--- config.mk ---
export PLATFORM = sky130hd
export DESIGN_NAME = neighbor_table_upsert_expire_top_flat
export DESIGN_NICKNAME = d
export VERILOG_FILES = /design/src/hw/rtl/ntue_pkg.sv /design/src/hw/rtl/ntue_chan_if.sv /design/src/hw/rtl/ntue_ctl.sv /design/src/hw/rtl/ntue_dp.sv /design/src/hw/rtl/neighbor_table_upsert_expire_top.sv /design/src/flat_wrapper.sv
export SDC_FILE = /design/constraint.sdc
export NUM_CORES = 1
export LEC_CHECK = 0
export BUFFER_PORTS_ARGS = -buffer_cell sky130_fd_sc_hd__buf_2
export CAP_MARGIN = 10
export CORE_ASPECT_RATIO = 1.25
export CORE_MARGIN = 2
export CORE_UTILIZATION = 52
export CTS_CLUSTER_DIAMETER = 80
export DETAILED_ROUTE_END_ITERATION = 8
export GPL_ROUTABILITY_DRIVEN = 0
export GPL_TIMING_DRIVEN = 1
export PLACE_DENSITY = 0.82
export SETUP_SLACK_MARGIN = 0.02
export SYNTH_ARGS = -nofsm -noshare
export SYNTH_HDL_FRONTEND = slang
export SYNTH_SLANG_ARGS = --single-unit
--- constraint.sdc ---
create_clock -name clk -period 2.1 [get_ports clk]
set_clock_uncertainty 0.1 [all_clocks]
set_input_delay 0.315 -clock clk [delete_from_list [all_inputs] [get_ports clk]]
set_output_delay 0.315 -clock clk [all_outputs]
set_load 0.01 [all_outputs]
--- src/hw/rtl/ntue_pkg.sv ---
// Shared types and constants for the neighbour table block.
// Depends on nothing; the controller, datapath and top level import it.
package ntue_pkg;

  localparam logic OP_UPSERT = 1'b0;
  localparam logic OP_TICK   = 1'b1;

  localparam logic [1:0] ACT_MATCH = 2'd0;
  localparam logic [1:0] ACT_FREE  = 2'd1;
  localparam logic [1:0] ACT_EVICT = 2'd2;
  localparam logic [1:0] ACT_SWEEP = 2'd3;

  localparam logic [31:0] TTL_RESET = 32'd30000;

  typedef struct packed {
    logic        op;
    logic [63:0] peer_name;
    logic [7:0]  peer_state;
    logic [7:0]  peer_minutes_left;
    logic [15:0] peer_completed;
    logic [31:0] now_ms;
  } in_item_t;

  typedef struct packed {
    logic [1:0] action;
    logic [2:0] slot_written;
    logic [3:0] expired_count;
    logic [3:0] used_count;
  } out_item_t;

  // controller -> datapath
  typedef struct packed {
    logic load;     // capture the beat, clear accumulators
    logic scan_rd;  // read the entry at the scan pointer, advance
    logic commit;   // write the chosen entry, load the result
  } ctl_cmd_t;

  // datapath -> controller
  typedef struct packed {
    logic scan_last;
  } dp_stat_t;

endpackage

--- src/hw/rtl/ntue_chan_if.sv ---
// Valid/ready channel carrying one beat of payload type T.
// Depends on nothing; the payload type is given at instantiation.
interface ntue_chan_if #(parameter type T = logic);
  logic valid;
  logic ready;
  T     data;

  modport source (output valid, output data, input ready);
  modport sink   (input valid, input data, output ready);
endinterface

--- src/hw/rtl/ntue_ctl.sv ---
// Sequencing state machine for the neighbour table: accept, scan, drain, commit.
// Depends on ntue_pkg for the command and status structs.
module ntue_ctl (
  input  logic              clk,
  input  logic              rst,
  input  logic              in_valid,
  output logic              in_ready,
  output logic              out_valid,
  input  logic              out_ready,
  output ntue_pkg::ctl_cmd_t cmd,
  input  ntue_pkg::dp_stat_t stat
);
  import ntue_pkg::*;

  typedef enum logic [3:0] {
    S_IDLE   = 4'b0001,
    S_SCAN   = 4'b0010,
    S_DRAIN  = 4'b0100,
    S_COMMIT = 4'b1000
  } state_t;

  state_t state, state_next;
  logic   res_valid;
  logic   proceed;

  assign in_ready  = (state == S_IDLE);
  assign out_valid = res_valid;
  // hold the commit while an earlier result is still waiting
  assign proceed   = !res_valid || out_ready;

  always_comb begin
    state_next  = state;
    cmd         = '0;
    unique case (state)
      S_IDLE: begin
        if (in_valid) begin
          cmd.load   = 1'b1;
          state_next = S_SCAN;
        end
      end
      S_SCAN: begin
        cmd.scan_rd = 1'b1;
        if (stat.scan_last) state_next = S_DRAIN;
      end
      S_DRAIN: begin
        state_next = S_COMMIT;
      end
      S_COMMIT: begin
        if (proceed) begin
          cmd.commit = 1'b1;
          state_next = S_IDLE;
        end
      end
      default: state_next = S_IDLE;
    endcase
  end

  always_ff @(posedge clk) begin
    if (rst) begin
      state     <= S_IDLE;
      res_valid <= 1'b0;
    end else begin
      state <= state_next;
      if (cmd.commit) res_valid <= 1'b1;
      else if (out_ready) res_valid <= 1'b0;
    end
  end

endmodule

--- src/hw/rtl/ntue_dp.sv ---
// Datapath of the neighbour table: entry memory, valid bits, scan accumulators.
// Depends on ntue_pkg for payload types, codes and the command/status structs.
module ntue_dp #(
  parameter int TABLE_ENTRIES = 8,
  parameter int NAME_BYTES    = 8
) (
  input  logic                clk,
  input  logic                rst,
  input  ntue_pkg::in_item_t  in_data,
  input  logic                cfg_we,
  input  logic [31:0]         cfg_data,
  input  ntue_pkg::ctl_cmd_t  cmd,
  output ntue_pkg::dp_stat_t  stat,
  output ntue_pkg::out_item_t res
);
  import ntue_pkg::*;

  localparam int IDX_W = $clog2(TABLE_ENTRIES);
  localparam int CNT_W = $clog2(TABLE_ENTRIES + 1);
  localparam int NB    = NAME_BYTES * 8;
  localparam int ROW_W = NB + 64;

  logic [31:0]              ttl;
  logic [TABLE_ENTRIES-1:0] valid;
  logic [CNT_W-1:0]         used;
  logic [CNT_W-1:0]         used_next;

  // captured beat
  logic        op;
  logic [NB-1:0] key;
  logic [7:0]  status;
  logic [7:0]  minutes;
  logic [15:0] done_cnt;
  logic [31:0] now;

  // entry memory
  logic [ROW_W-1:0] mem [TABLE_ENTRIES];
  logic [ROW_W-1:0] rd_row;
  logic [ROW_W-1:0] wr_row;
  logic             mem_we;
  logic [IDX_W-1:0] cnt;

  // scan accumulators
  logic             eval_en;
  logic [IDX_W-1:0] eval_idx;
  logic             match_hit, free_hit;
  logic [IDX_W-1:0] match_idx, free_idx, min_idx;
  logic [31:0]      min_seen;
  logic [CNT_W-1:0] expired;

  logic [NB-1:0]    rd_name;
  logic [31:0]      rd_seen;
  logic [31:0]      age;
  logic             ev_valid;
  logic [IDX_W-1:0] slot;
  logic [1:0]       act;

  assign rd_name = rd_row[ROW_W-1 -: NB];
  assign rd_seen = rd_row[31:0];
  assign age     = now - rd_seen;
  assign ev_valid = valid[eval_idx];
  assign stat.scan_last = (cnt == IDX_W'(TABLE_ENTRIES - 1));

  assign wr_row = {key, status, minutes, done_cnt, now};
  assign mem_we = cmd.commit && (op == OP_UPSERT);

  always_comb begin
    if (op == OP_TICK) begin
      act  = ACT_SWEEP;
      slot = '0;
    end else if (match_hit) begin
      act  = ACT_MATCH;
      slot = match_idx;
    end else if (free_hit) begin
      act  = ACT_FREE;
      slot = free_idx;
    end else begin
      act  = ACT_EVICT;
      slot = min_idx;
    end
    used_next = (act == ACT_FREE) ? CNT_W'(used + 1'b1) : used;
  end

  always_ff @(posedge clk) begin
    if (mem_we) mem[slot] <= wr_row;
    rd_row <= mem[cnt];
  end

  always_ff @(posedge clk) begin
    if (rst) begin
      ttl     <= TTL_RESET;
      valid   <= '0;
      used    <= '0;
      eval_en <= 1'b0;
    end else begin
      if (cfg_we) ttl <= cfg_data;
      eval_en <= cmd.scan_rd;
      if (eval_en && op == OP_TICK && ev_valid && age > ttl) begin
        valid[eval_idx] <= 1'b0;
        used            <= CNT_W'(used - 1'b1);
      end else if (mem_we) begin
        valid[slot] <= 1'b1;
        used        <= used_next;
      end
    end
  end

  always_ff @(posedge clk) begin
    if (cmd.load) begin
      op        <= in_data.op;
      key       <= in_data.peer_name[NB-1:0];
      status    <= in_data.peer_state;
      minutes   <= in_data.peer_minutes_left;
      done_cnt  <= in_data.peer_completed;
      now       <= in_data.now_ms;
      cnt       <= '0;
      match_hit <= 1'b0;
      free_hit  <= 1'b0;
      expired   <= '0;
    end
    if (cmd.scan_rd) begin
      cnt      <= IDX_W'(cnt + 1'b1);
      eval_idx <= cnt;
    end
    if (eval_en) begin
      if (op == OP_TICK) begin
        if (ev_valid && age > ttl) expired <= CNT_W'(expired + 1'b1);
      end else begin
        if (ev_valid && rd_name == key && !match_hit) begin
          match_hit <= 1'b1;
          match_idx <= eval_idx;
        end
        if (!ev_valid && !free_hit) begin
          free_hit <= 1'b1;
          free_idx <= eval_idx;
        end
        // plain unsigned compare, lowest index keeps a tie
        if (eval_idx == '0 || rd_seen < min_seen) begin
          min_idx  <= eval_idx;
          min_seen <= rd_seen;
        end
      end
    end
    if (cmd.commit) begin
      res.action        <= act;
      res.slot_written  <= 3'(slot);
      res.expired_count <= 4'(expired);
      res.used_count    <= 4'(used_next);
    end
  end

`ifndef SYNTHESIS
  a_used_bound: assert property (@(posedge clk) disable iff (rst)
    used <= CNT_W'(TABLE_ENTRIES))
    else $error("used count beyond table size");

  a_scan_only_clears: assert property (@(posedge clk) disable iff (rst)
    eval_en |=> ((valid & ~$past(valid)) == '0))
    else $error("valid bit set during scan");

  a_upsert_grows_one: assert property (@(posedge clk) disable iff (rst)
    mem_we |=> (used == $past(used)) || (used == CNT_W'($past(used) + 1'b1)))
    else $error("upsert changed used count by more than one");
`endif

endmodule

--- src/hw/rtl/neighbor_table_upsert_expire_top.sv ---
// Top level of the neighbour table: joins controller, datapath and the channels.
// Depends on ntue_pkg, ntue_chan_if, ntue_ctl and ntue_dp.
//
// A table of TABLE_ENTRIES neighbour entries keyed by a NAME_BYTES-byte name.
// Op 0 (beacon) rewrites the valid entry with a matching name, else fills the
// lowest free entry, else evicts the entry with the smallest last-seen time
// (plain unsigned compare, lowest index on a tie); the entry takes the payload
// and now_ms. Op 1 (tick) frees every valid entry whose wrapping age
// now_ms - last_seen exceeds time_to_live_ms. Every beat in gives exactly one
// result beat out. Each item passes through a capture step, one memory read per
// entry as the scan walks the single-read-port entry memory, a drain of the
// registered read and a commit. The result sits in an output register, so the
// next beat is taken while it waits; a commit holds only if the previous result
// has still not been taken. Reset clears all valid bits at once; entry contents
// are read by the scan but used only once they have been written.
// time_to_live_ms resets to 30000 and is written through cfg_we/cfg_data; the
// user must write it only while the block is idle, which the block itself does
// not enforce.
module neighbor_table_upsert_expire_top #(
  parameter int TABLE_ENTRIES = 8,
  parameter int NAME_BYTES    = 8
) (
  input  logic        clk,
  input  logic        rst,
  ntue_chan_if.sink   in_ch,
  ntue_chan_if.source out_ch,
  input  logic        cfg_we,
  input  logic [31:0] cfg_data
);
  import ntue_pkg::*;

  ctl_cmd_t  cmd;
  dp_stat_t  stat;
  out_item_t res;

  // sequencing: accept a beat, scan every entry, commit, present the result
  ntue_ctl u_ctl (
    .clk       (clk),
    .rst       (rst),
    .in_valid  (in_ch.valid),
    .in_ready  (in_ch.ready),
    .out_valid (out_ch.valid),
    .out_ready (out_ch.ready),
    .cmd       (cmd),
    .stat      (stat)
  );

  // storage and per-entry evaluation
  ntue_dp #(
    .TABLE_ENTRIES (TABLE_ENTRIES),
    .NAME_BYTES    (NAME_BYTES)
  ) u_dp (
    .clk      (clk),
    .rst      (rst),
    .in_data  (in_ch.data),
    .cfg_we   (cfg_we),
    .cfg_data (cfg_data),
    .cmd      (cmd),
    .stat     (stat),
    .res      (res)
  );

  // result register drives the outgoing beat
  assign out_ch.data = res;

endmodule
--- src/flat_wrapper.sv ---
// flat-port wrapper written by rule: the top's interface ports become plain ports
module neighbor_table_upsert_expire_top_flat import ntue_pkg::*;
#(
  parameter int TABLE_ENTRIES = 8,
  parameter int NAME_BYTES    = 8
)
  (clk, rst, cfg_we, cfg_data, in_ch_valid, in_ch_data, in_ch_ready, out_ch_valid, out_ch_data, out_ch_ready);
  ntue_chan_if in_ch_i ();
  ntue_chan_if out_ch_i ();
  input  logic clk;
  input  logic rst;
  input  logic cfg_we;
  input  logic [31:0] cfg_data;
  input wire logic [$bits(in_ch_i.valid)-1:0] in_ch_valid;
  input wire logic [$bits(in_ch_i.data)-1:0] in_ch_data;
  output wire logic [$bits(in_ch_i.ready)-1:0] in_ch_ready;
  output wire logic [$bits(out_ch_i.valid)-1:0] out_ch_valid;
  output wire logic [$bits(out_ch_i.data)-1:0] out_ch_data;
  input wire logic [$bits(out_ch_i.ready)-1:0] out_ch_ready;
  assign in_ch_i.valid = in_ch_valid;
  assign in_ch_i.data = in_ch_data;
  assign in_ch_ready = in_ch_i.ready;
  assign out_ch_valid = out_ch_i.valid;
  assign out_ch_data = out_ch_i.data;
  assign out_ch_i.ready = out_ch_ready;
  neighbor_table_upsert_expire_top #(.TABLE_ENTRIES(TABLE_ENTRIES), .NAME_BYTES(NAME_BYTES)) u_core (.clk(clk), .rst(rst), .in_ch(in_ch_i), .out_ch(out_ch_i), .cfg_we(cfg_we), .cfg_data(cfg_data));
endmodule
# == Word level (Yosys, flattened, before mapping) ==
# Memories as Yosys holds them, arrays and structs flattened. A register that Yosys moved wholly into a read port is not among the register bits.
# Index checks and enable logic that the tools add are counted.
# classes
add_sub_neg,2
order_cmp,4
n_eq_ne,9
muxes,32
n_bitwise,1
reduce_logical,18
# op_table
operator,n
$logic_not 64->1,1
$lt 32x32->1,1
$mux 4,5
$mux 1,17
$pmux 4 s4,1
$mux 3,4
$lt 3x4->1 const B,2
$mux 8,1
$or 8x8->8,1
$reduce_and 2->1,3
$add 4x1->4 const B,1
$eq 4x1->1 const B,1
$eq 4x2->1 const B,1
$eq 4x3->1 const B,1
$eq 4x4->1 const B,1
$logic_and 1x1->1,4
$logic_not 1->1,4
$mux 2,2
$ne 2x2->1 const B,2
$reduce_bool 2->1,2
$add 3x1->3 const B,1
$bmux 1 s3,1
$demux 1 s3,1
$eq 3x3->1 const B,1
other kinds (6),7
# totals
reg_bits,197
ram_bits,8
inputBits,38
out_inout_bits,3
n_memories,1
# mem_list
memory,depth,word_bits,rd,rd_ports_with_merged_regs,write_ports,line_no,text
u_core.u_dp.mem,8,1,1,1,1,ntue_dp.sv:37,logic [ROW_W-1:0] mem [TABLE_ENTRIES];

# == Longest topological paths before layout ==
# Gate-level depths: netlist of run 1.
# depth
ltp_word,8
depth_mapped,5
depth_no_buf,4

# == By module ==
# A second synthesis of run 1 with hierarchy kept.
# hier_totals
cells_unflattened,2185
area_unflattened_um2,41721.3
# by_module_without_submodules
mod,instances,cells_each,area_per_inst_um2,seq_area_each_um2
ntue_dp,1,2156,41459.8,30719.5
ntue_ctl,1,28,257.7,100.1
neighbor_table_upsert_expire_top,1,1,3.8,0.0

# == Worst setup path after synthesis of run 1 ==
# OpenSTA, ideal clock, no wires.
# synth_timing
path_type,reg2reg
from,register u_core.u_ctl.state[3]
to,"register u_core.u_dp.cnt[0], enable pin"
arrival_ns,1.344
required_ns,1.696
setup_slack_ns,0.352
path_stages_with_launch,4
synth_period_minus_slack_ns,1.748
cell_sequence,dfxtp_1 -> nor4b_1 -> nand2_1 -> nand2_1
# synth_via
elab_chain_cells,3
elab_cells_between_ends,5
classes_between,2 x eq/ne; 2 x mux; 1 x reduce/logical
# synth_lines
item,line_no,text
start: declaration,ntue_ctl.sv:22,"state_t state, state_next;"
start signal: assignment,ntue_ctl.sv:63,state <= state_next;
$eq 4x1->1,n/a,
via in_ch_ready,flat_wrapper.sv:16,output wire logic [$bits(in_ch_i.ready)-1:0] in_ch_ready;
$mux 1,ntue_ctl.sv:34,unique case (state)
$reduce_bool 2->1 (no source line),n/a,
end signal: assignment,ntue_dp.sv:122,cnt <= IDX_W'(cnt + 1'b1);
end: declaration,ntue_dp.sv:41,logic [IDX_W-1:0] cnt;
# The timed path passes the listed nets, and every way through them passes these cells.
# A chain may end at the register's enable or synchronous reset.

# == Worst setup path in the final report of run 1 ==
# layout_timing
from,register u_core.u_dp.eval_idx[0]
to,"register u_core.u_dp.free_idx[1], enable pin"
# layout_via
elab_chain_cells,5
# layout_lines
item,line_no,text
start: declaration,ntue_dp.sv:45,logic [IDX_W-1:0] eval_idx;
start signal: assignment,ntue_dp.sv:123,eval_idx <= cnt;
$bmux 1 s3,ntue_dp.sv:61,assign ev_valid = valid[eval_idx];
$mux 1 (not written as such),ntue_dp.sv:61,
$logic_not 1->1,ntue_dp.sv:133,if (!ev_valid && !free_hit) begin
$logic_and 1x1->1,ntue_dp.sv:133,
$reduce_and 2->1 (no source line),n/a,
end signal: assignment,ntue_dp.sv:135,free_idx <= eval_idx;
end: declaration,ntue_dp.sv:47,"logic [IDX_W-1:0] match_idx, free_idx, min_idx;"
# Every way passes these cells. The select of a mux whose other input is x is not followed.

==> results of run 1 <==
==> worst max-delay path, stage by stage, from the launching register on <==
cell and delay (ns):
sky130_fd_sc_hd__edfxtp_1 0.50, sky130_fd_sc_hd__mux4_2 0.53, sky130_fd_sc_hd__mux2i_1 0.22, sky130_fd_sc_hd__and3b_1 0.28
==> final cells by class <==
type / count / area share
flip-flops and latches: 44 / 0.574
multi-input cells: 81 / 0.308
clock buffers: 5 / 0.0346
well taps: 37 / 0.0233
clock inverters: 3 / 0.0214
inverters: 11 / 0.0208
repair buffers: 7 / 0.0176
==> kinds of logic after synthesis <==
group	after synthesis	share of synthesized area
muxes	10	0.0837
buffers and inverters	14	0.0311
xor gates and xnor gates	3	0.0145
DFF	44	0.631
and+or+nand+nor	44	0.138
adders and majority gates	2	0.0138
AOI/OAI and AO/OA	22	0.0885
==> cell usage after synthesis <==
master	instances
sky130_fd_sc_hd__nor2b_4	1
sky130_fd_sc_hd__a21o_1	2
sky130_fd_sc_hd__mux2i_1	5
sky130_fd_sc_hd__xor2_1	1
sky130_fd_sc_hd__nor3_1	3
sky130_fd_sc_hd__o21a_1	3
sky130_fd_sc_hd__or2_2	1
sky130_fd_sc_hd__mux4_2	4
sky130_fd_sc_hd__nand3b_1	1
sky130_fd_sc_hd__inv_1	11
sky130_fd_sc_hd__nand2b_1	2
sky130_fd_sc_hd__nor3b_1	2
sky130_fd_sc_hd__and2_1	2
sky130_fd_sc_hd__ha_1	2
sky130_fd_sc_hd__a21oi_1	2
sky130_fd_sc_hd__or2b_1	2
sky130_fd_sc_hd__o22ai_2	4
sky130_fd_sc_hd__or3b_4	1
sky130_fd_sc_hd__nand2_1	9
sky130_fd_sc_hd__and3b_1	1
sky130_fd_sc_hd__nor2_1	13
sky130_fd_sc_hd__nor2b_1	1
sky130_fd_sc_hd__buf_4	1
sky130_fd_sc_hd__o21ai_0	6
sky130_fd_sc_hd__clkbuf_1	2
sky130_fd_sc_hd__nor4b_1	1
sky130_fd_sc_hd__or4b_4	1
sky130_fd_sc_hd__dfxtp_1	18
sky130_fd_sc_hd__mux2_2	1
sky130_fd_sc_hd__o22ai_1	4
sky130_fd_sc_hd__o211ai_1	1
sky130_fd_sc_hd__nor4_1	1
sky130_fd_sc_hd__and3_1	1
sky130_fd_sc_hd__edfxtp_1	26
sky130_fd_sc_hd__or3_2	1
sky130_fd_sc_hd__xnor2_1	2
==> power groups by stage <==
stage                     combinational [W]  clock [W]  sequential, W
after floorplan                   0.0000662          0       0.000971
after global placement            0.0000805          0       0.000978
after detailed placement          0.0000851          0       0.000982
after CTS                         0.0000862   0.000641       0.000962
after global routing              0.0000966   0.000669       0.000967
final                             0.0000854   0.000634       0.000962
==> sequential cells by signal (all words and copies together) (netlist names) <==
register and cells:
u_core.u_ctl.out_valid 1, u_core.u_ctl.state 4, u_core.u_dp.cnt 3, u_core.u_dp.eval_en 1, u_core.u_dp.eval_idx 3, u_core.u_dp.free_hit 1
u_core.u_dp.free_idx 3, u_core.u_dp.match_hit 1, u_core.u_dp.match_idx 3, u_core.u_dp.mem 8, u_core.u_dp.min_idx 3, u_core.u_dp.min_seen 1
u_core.u_dp.now 1, u_core.u_dp.rd_row 1, u_core.u_dp.res 1, u_core.u_dp.used 1, u_core.u_dp.valid 8
==> layer usage <==
metal  routed length [um]  vias up  GRT usage
li1                     -      520          -
met1                 1120      525      0.181
met2                 1700       29      0.317
met3                  147        8     0.0481
met4                   83        0     0.0982
met5                    0        -          0
==> through the flow <==
step / worst slack [ns] / cells / utilization / instance area [um^2] / total power [W]
2_1_floorplan: 0.352 / 139 / - / 1810 / 0.00104
3_3_place_gp: 0.220 / 180 / 0.572 / 1880 / 0.00106
5_1_grt: 0.0848 / 188 / 0.606 / 1990 / 0.00173
4_1_cts: 0.152 / 188 / 0.606 / 1990 / 0.00169
6_report: 0.168 / 188 / 0.606 / 1990 / 0.00168
3_5_place_dp: 0.172 / 180 / 0.572 / 1880 / 0.00107
==> worst paths after layout <==
kind / startpoint / end / slack, ns / depth (start not counted)
worst max-delay path: u_core.u_dp.eval_idx[0] / u_core.u_dp.free_idx[1] / 0.17 / 3
worst max register to register: u_core.u_dp.eval_idx[0] / u_core.u_dp.free_idx[1] / 0.17 / 3
worst min register to register: u_core.u_dp.rd_row[0] / u_core.u_dp.min_seen[0] / 0.33 / 0
worst min-delay path: in_ch_data / u_core.u_dp.now[0] / 0.08 / 1
==> results.rst, run 1 <==
.. list-table::
   :header-rows: 1

   * - Metric
     - Value
   * - Post-DRT Antenna Nets
     - 0
   * - TritonCTS Buffers
     - 5
   * - Detailed Routing Iterations Pass 1
     - 4
   * - TritonCTS clock tree
     - built
   * - Max Freq
     - 518 MHz
   * - Class of the worst hold path
     - primary input to register
   * - 1st-iter DRT viols
     - 34
   * - # Post-CTS Setup Buffers
     - 0
   * - Summed negative setup slack over all endpoints
     - 0 ns
   * - Height of the die
     - 70.0 um
   * - Die ar.
     - 3970 um^2
   * - Count of nets after finishing
     - 190
   * - Share of power burned in combinational logic
     - 0.051
   * - Required time worst endpoint
     - 2.01 ns
   * - Ratio of cells with drive above 1 in the final layout
     - 0.192
   * - Final Hold Fails
     - 0
   * - Number of top-level pins
     - 41
   * - Number of fill cells
     - 275
   * - Leading cell types in the layout, fill and taps excluded
     - 26 x sky130_fd_sc_hd__edfxtp_1, 18 x sky130_fd_sc_hd__dfxtp_1, 13 x sky130_fd_sc_hd__nor2_1
   * - Max-Slew Margin vs Limit
     - 0.647
   * - Routed vias/inst
     - 5.76
   * - Worst-Skew Late Latency
     - 0.30 ns
   * - Cells after Synth
     - 139
   * - Post-route worst hold slack
     - 0.0832 ns
   * - Synthesis-to-layout area growth
     - 9.82%
   * - Flop and latch count out of synthesis
     - 44
   * - Most frequent standard cell in the layout excluding fill and tap cells
     - sky130_fd_sc_hd__edfxtp_1
   * - Seq/Total Area, Yosys
     - 0.631
   * - Top area cells in the synthesized netlist
     - sky130_fd_sc_hd__edfxtp_1 43%, sky130_fd_sc_hd__dfxtp_1 20%, sky130_fd_sc_hd__mux4_2 5.0%, sky130_fd_sc_hd__mux2i_1 2.8%, sky130_fd_sc_hd__o22ai_2 2.8%
   * - DIE WIDTH
     - 56.8 um
   * - Worst vdd rail ir drop
     - 0.745 mV
   * - Deepest level of the CTS H-tree
     - 2
   * - RSZ-0062 raised after global routing
     - false
   * - Post-Syn Nets
     - 179
   * - Crit path DAT
     - 1.84 ns
   * - # clock sinks
     - 44
   * - Global-route congestion overflow total
     - 0
   * - First-pass GRT wire length
     - 5.15 mm
   * - Power density of the placed cells
     - 846 nW/um^2
   * - Post-cts repair resize count
     - 0
   * - Syn avg cell area
     - 13.0 um^2
   * - Initial standard-cell utilization of the core
     - 0.551
   * - Worst Tran Pin Value
     - 0.524 ns
   * - Count of cell types in the netlist
     - 36
   * - Sequential group share of total power
     - 0.572
   * - Number of max-capacitance violations reported
     - 0
   * - Standard cell core area
     - 3280 um^2
   * - Cell internal pwr
     - 0.00133 W
   * - HPWL Detailed
     - 2.22 mm
   * - Portion of the clock cycle consumed by the worst path in the final layout
     - 0.920
   * - Area of the multi-input gates
     - 612 um^2
   * - Port Buffer Count
     - 7
   * - Antenna violations before repair
     - 0
   * - Final setup violation count
     - 0
   * - Total DRC errors in the routed layout
     - 0
   * - Cts hold-fix bufs
     - 0
   * - Share of Yosys cell area claimed by the top area cell type
     - 0.432
   * - Worst Setup End Kind
     - register
   * - Final wirelength
     - 3.05 mm
   * - Static leakage
     - 0.704 nW
   * - Sequential standard cell area
     - 1140 um^2
   * - Critical path fanouts, max
     - 6
   * - Number of global-route vias before repair
     - 1,104
   * - Routed len/inst
     - 16.2 um
   * - Clock transition at the registers of the reported paths
     - 0.08 ns
   * - Site row count
     - 23
   * - Via count
     - 1,082
   * - Total track usage
     - 0.176
   * - Worst Path Class, Setup
     - register to register
   * - Synth warnings
     - 0
   * - Net Sw Power
     - 0.000355 W
   * - Min Clock Period, post-route
     - 1.93 ns
   * - Status
     - finished clean
   * - Power share of the clock group
     - 0.377
   * - Number of buffers on the longest clock path
     - 2
   * - Switch share
     - 0.211
   * - Cell Area, Synth
     - 1810 um^2
   * - Final Max Slew Viols
     - 0
   * - Cell accounting for the most synthesized area
     - sky130_fd_sc_hd__edfxtp_1
   * - Cell chosen for the clock root
     - sky130_fd_sc_hd__clkbuf_8
   * - Antenna diode count
     - 0
   * - Maximum number of pins on one net before global-route repair
     - 17
   * - Kind of start point of the critical path
     - register
Power figures use the tool's default switching activity.
==> run 2, diff against run 1 <==
--- a/config.mk
+++ b/config.mk
@@ -5,16 +5,17 @@
 export SDC_FILE = /design/constraint.sdc
 export NUM_CORES = 1
 export LEC_CHECK = 0
+export ABC_AREA = 1
 export BUFFER_PORTS_ARGS = -buffer_cell sky130_fd_sc_hd__buf_2
 export CAP_MARGIN = 10
 export CORE_ASPECT_RATIO = 1.25
 export CORE_MARGIN = 2
-export CORE_UTILIZATION = 52
-export CTS_CLUSTER_DIAMETER = 80
+export CORE_UTILIZATION = 53
+export CTS_CLUSTER_DIAMETER = 100
 export DETAILED_ROUTE_END_ITERATION = 8
 export GPL_ROUTABILITY_DRIVEN = 0
 export GPL_TIMING_DRIVEN = 1
-export PLACE_DENSITY = 0.82
+export PLACE_DENSITY = 0.83
 export SETUP_SLACK_MARGIN = 0.02
 export SYNTH_ARGS = -nofsm -noshare
 export SYNTH_HDL_FRONTEND = slang
==> run 2 against run 1 <==
Effect of this change:
- sequential cell count did not move
- critical path depth grew 5
- critical endpoint is now u_core.u_dp.free_idx[2]
- synthesized area up 4.8%
- die area is 2.7% higher
- first-iteration DRC count is 24% lower
- combinational power is 37% higher
- sequential power about the same
==> results.rst, run 2 <==
.. list-table::
   :header-rows: 1

   * - Metric
     - Value
   * - TritonCTS clock tree
     - built
   * - # clock sinks
     - 44
   * - Most frequent standard cell in the layout excluding fill and tap cells
     - sky130_fd_sc_hd__nand2_1
   * - Final Hold Fails
     - 0
   * - Worst path cell trace
     - inv_1, nand2_1, nand2_1, nand2_1, nand3_1, nand2_1, nand2_1, inv_1
   * - Sequential standard cell area
     - 1140 um^2
   * - Post-layout util
     - 0.596
   * - Flop and latch count out of synthesis
     - 44
   * - Site row count
     - 24
   * - Summed negative setup slack over all endpoints
     - 0 ns
   * - Synthesis-to-layout area growth
     - 8.58%
   * - Routed len/inst
     - 12.7 um
   * - Static leakage
     - 0.919 nW
   * - Final setup violation count
     - 0
   * - Synth warnings
     - 0
   * - Number of max-capacitance violations reported
     - 0
   * - Cts hold-fix bufs
     - 0
   * - HPWL Detailed
     - 2.53 mm
   * - DIE WIDTH
     - 57.5 um
   * - Max Freq
     - 611 MHz
   * - Ratio of cells with drive above 1 in the final layout
     - 0.109
   * - Number of buffers on the longest clock path
     - 2
   * - Min Clock Period, post-route
     - 1.64 ns
   * - Worst path max stage delay
     - 0.56 ns
   * - Port Buffer Count
     - 7
   * - Count of nets after finishing
     - 260
   * - Cell occurring most often along the worst timing path
     - sky130_fd_sc_hd__nand2_1
   * - Maximum number of pins on one net before global-route repair
     - 15
   * - Pre-CTS worst setup slack
     - 0.501 ns
   * - Number of fill cells
     - 288
   * - Class of the worst hold path
     - primary input to register
   * - Most frequent cell after synthesis
     - sky130_fd_sc_hd__nand2_1
   * - Post-cts repair resize count
     - 0
   * - Total track usage
     - 0.182
   * - Max-Slew Margin vs Limit
     - 0.725
   * - TritonCTS Buffers
     - 5
   * - Initial standard-cell utilization of the core
     - 0.549
   * - Critical path fanouts, max
     - 10
   * - Post-DRT Antenna Nets
     - 0
   * - Die ar.
     - 4080 um^2
   * - Number of top-level pins
     - 41
   * - Final WS setup
     - 0.463 ns
   * - Height of the die
     - 70.9 um
   * - Deepest level of the CTS H-tree
     - 2
   * - RSZ-0062 raised after global routing
     - false
   * - Clock transition at the registers of the reported paths
     - 0.08 ns
   * - Final Max Slew Viols
     - 0
   * - Post-Syn Nets
     - 248
   * - Worst Tran Pin Value
     - 0.413 ns
   * - Leading cell types in the layout, fill and taps excluded
     - 46 x sky130_fd_sc_hd__nand2_1, 36 x sky130_fd_sc_hd__inv_1, 26 x sky130_fd_sc_hd__edfxtp_1
   * - Number of stages on the worst hold path
     - 1
   * - Standard cell core area
     - 3450 um^2
   * - Worst Setup End Kind
     - register
   * - Final wirelength
     - 3.31 mm
   * - First-pass GRT wire length
     - 5.53 mm
   * - Cells after Synth
     - 208
   * - Antenna diode count
     - 0
   * - Worst vdd rail ir drop
     - 0.675 mV
   * - Slowest cell on crit path
     - sky130_fd_sc_hd__edfxtp_1
   * - Syn avg cell area
     - 9.12 um^2
   * - Share of Yosys cell area claimed by the top area cell type
     - 0.412
   * - Via count
     - 1,321
   * - Cell accounting for the most synthesized area
     - sky130_fd_sc_hd__edfxtp_1
   * - Cell Area, Synth
     - 1900 um^2
   * - Global-route congestion overflow total
     - 0
   * - 1st-iter DRT viols
     - 26
   * - Dominant synthesized flop cell
     - sky130_fd_sc_hd__edfxtp_1
   * - Cell chosen for the clock root
     - sky130_fd_sc_hd__clkbuf_8
   * - Required time worst endpoint
     - 2.01 ns
   * - Routed vias/inst
     - 5.08
   * - Status
     - finished clean
   * - EDFF count, synth
     - 26
   * - # Post-CTS Setup Buffers
     - 0
   * - Top flop regs
     - u_core.u_dp.mem: 8 flops, u_core.u_dp.valid: 8 flops, u_core.u_ctl.state: 4 flops
   * - Leading cell types by count after synthesis
     - 46 x sky130_fd_sc_hd__nand2_1, 36 x sky130_fd_sc_hd__inv_1, 26 x sky130_fd_sc_hd__edfxtp_1, 25 x sky130_fd_sc_hd__nor2_1, 18 x sky130_fd_sc_hd__dfxtp_1
   * - Total DRC errors in the routed layout
     - 0
   * - Power density of the placed cells
     - 778 nW/um^2
   * - Count of cell types in the netlist
     - 24
   * - Detailed Routing Iterations Pass 1
     - 4
   * - Share of synthesized flip-flops with an asynchronous set or reset
     - 0
   * - Top area cells in the synthesized netlist
     - sky130_fd_sc_hd__edfxtp_1 41%, sky130_fd_sc_hd__dfxtp_1 19%, sky130_fd_sc_hd__nand2_1 9.1%, sky130_fd_sc_hd__inv_1 7.1%, sky130_fd_sc_hd__nor2_1 4.9%
   * - Area of the multi-input gates
     - 608 um^2
   * - Worst-Skew Late Latency
     - 0.30 ns
   * - Seq/Total Area, Yosys
     - 0.602
   * - Kind of start point of the critical path
     - register
   * - Crit path DAT
     - 1.54 ns
   * - Number of global-route vias before repair
     - 1,294
   * - Antenna violations before repair
     - 0
   * - Worst reg2reg path depth
     - 8
   * - Worst Path Class, Setup
     - register to register
   * - Portion of the clock cycle consumed by the worst path in the final layout
     - 0.779
## run 2: cell types whose count changed after synthesis, moves of 3 or more
cell / change
sky130_fd_sc_hd__mux2i_1: -5
sky130_fd_sc_hd__nor2_1: +12
sky130_fd_sc_hd__nor2_2: +3
sky130_fd_sc_hd__inv_1: +25
sky130_fd_sc_hd__a21oi_1: +9
sky130_fd_sc_hd__mux4_2: -4
sky130_fd_sc_hd__nand4_1: +3
sky130_fd_sc_hd__o22ai_1: -4
sky130_fd_sc_hd__o22ai_2: -4
sky130_fd_sc_hd__nor3_1: -3
sky130_fd_sc_hd__nand2_1: +37
sky130_fd_sc_hd__nand3_1: +13
## run 2: worst paths after layout
path / startpoint / to / slack, ns
setup / recovery: u_core.u_dp.eval_idx[0] / u_core.u_dp.free_idx[2] / 0.46
hold / removal: in_ch_data / u_core.u_dp.now[0] / 0.09
setup reg to reg: u_core.u_dp.eval_idx[0] / u_core.u_dp.free_idx[2] / 0.46
hold reg to reg: u_core.u_dp.rd_row[0] / u_core.u_dp.min_seen[0] / 0.34
## run 2: cell type report
type / instances / area share
sequential: 44 / 0.554
multi-input combinational: 125 / 0.295
clock buffer: 6 / 0.0352
timing repair buffer: 7 / 0.0170
tap: 39 / 0.0237
inverter: 37 / 0.0674
clock inverter: 2 / 0.00729
## run 2: power by group
| group | internal (W) | switching [W] |
|---|---|---|
| logic | 0.0000406 | 0.0000760 |
| registers | 0.000938 | 0.0000270 |
| clock network | 0.000237 | 0.000284 |
| total | 0.00122 | 0.000386 |
## run 2: kinds of logic (layout without fill, tap and decap cells)
logic type      after synthesis  count (layout)  share of synthesized area
compound gates               23              23                     0.0686
xor+xnor                      1               1                    0.00462
flops                        44              44                      0.602
fa+ha+maj                     2               2                     0.0132
buf+inv                      39              52                     0.0778
simple gates                 99              99                      0.234
## run 2: critical path: cells and delay by family, from the launching register on
family	cells	cell delay [ns]
flip-flops	1	0.56
buffers and inverters	2	0.25
AND/OR/NAND/NOR	6	0.44
## run 2: layer usage
layer | wire (um) | track usage | part of all wire | vias up
li1 | - | - | - | 689
met1 | 1390 | 0.200 | 0.42 | 599
met2 | 1750 | 0.323 | 0.53 | 22
met4 | 99 | 0.0982 | 0.030 | 0
met5 | 0 | 0 | 0 | -
met3 | 69 | 0.0347 | 0.021 | 11
## run 2: through the flow
step / cell area (um^2) / hold slack, ns / power [W] / std cells
floorplan: 1900 / 0.284 / 0.00107 / 208
finish: 2060 / 0.0890 / 0.00160 / 260
CTS: 2060 / 0.0847 / 0.00161 / 260
global placement: 1970 / 0.329 / 0.00110 / 252
global route: 2060 / 0.0788 / 0.00165 / 260
detailed placement: 1970 / 0.324 / 0.00110 / 252
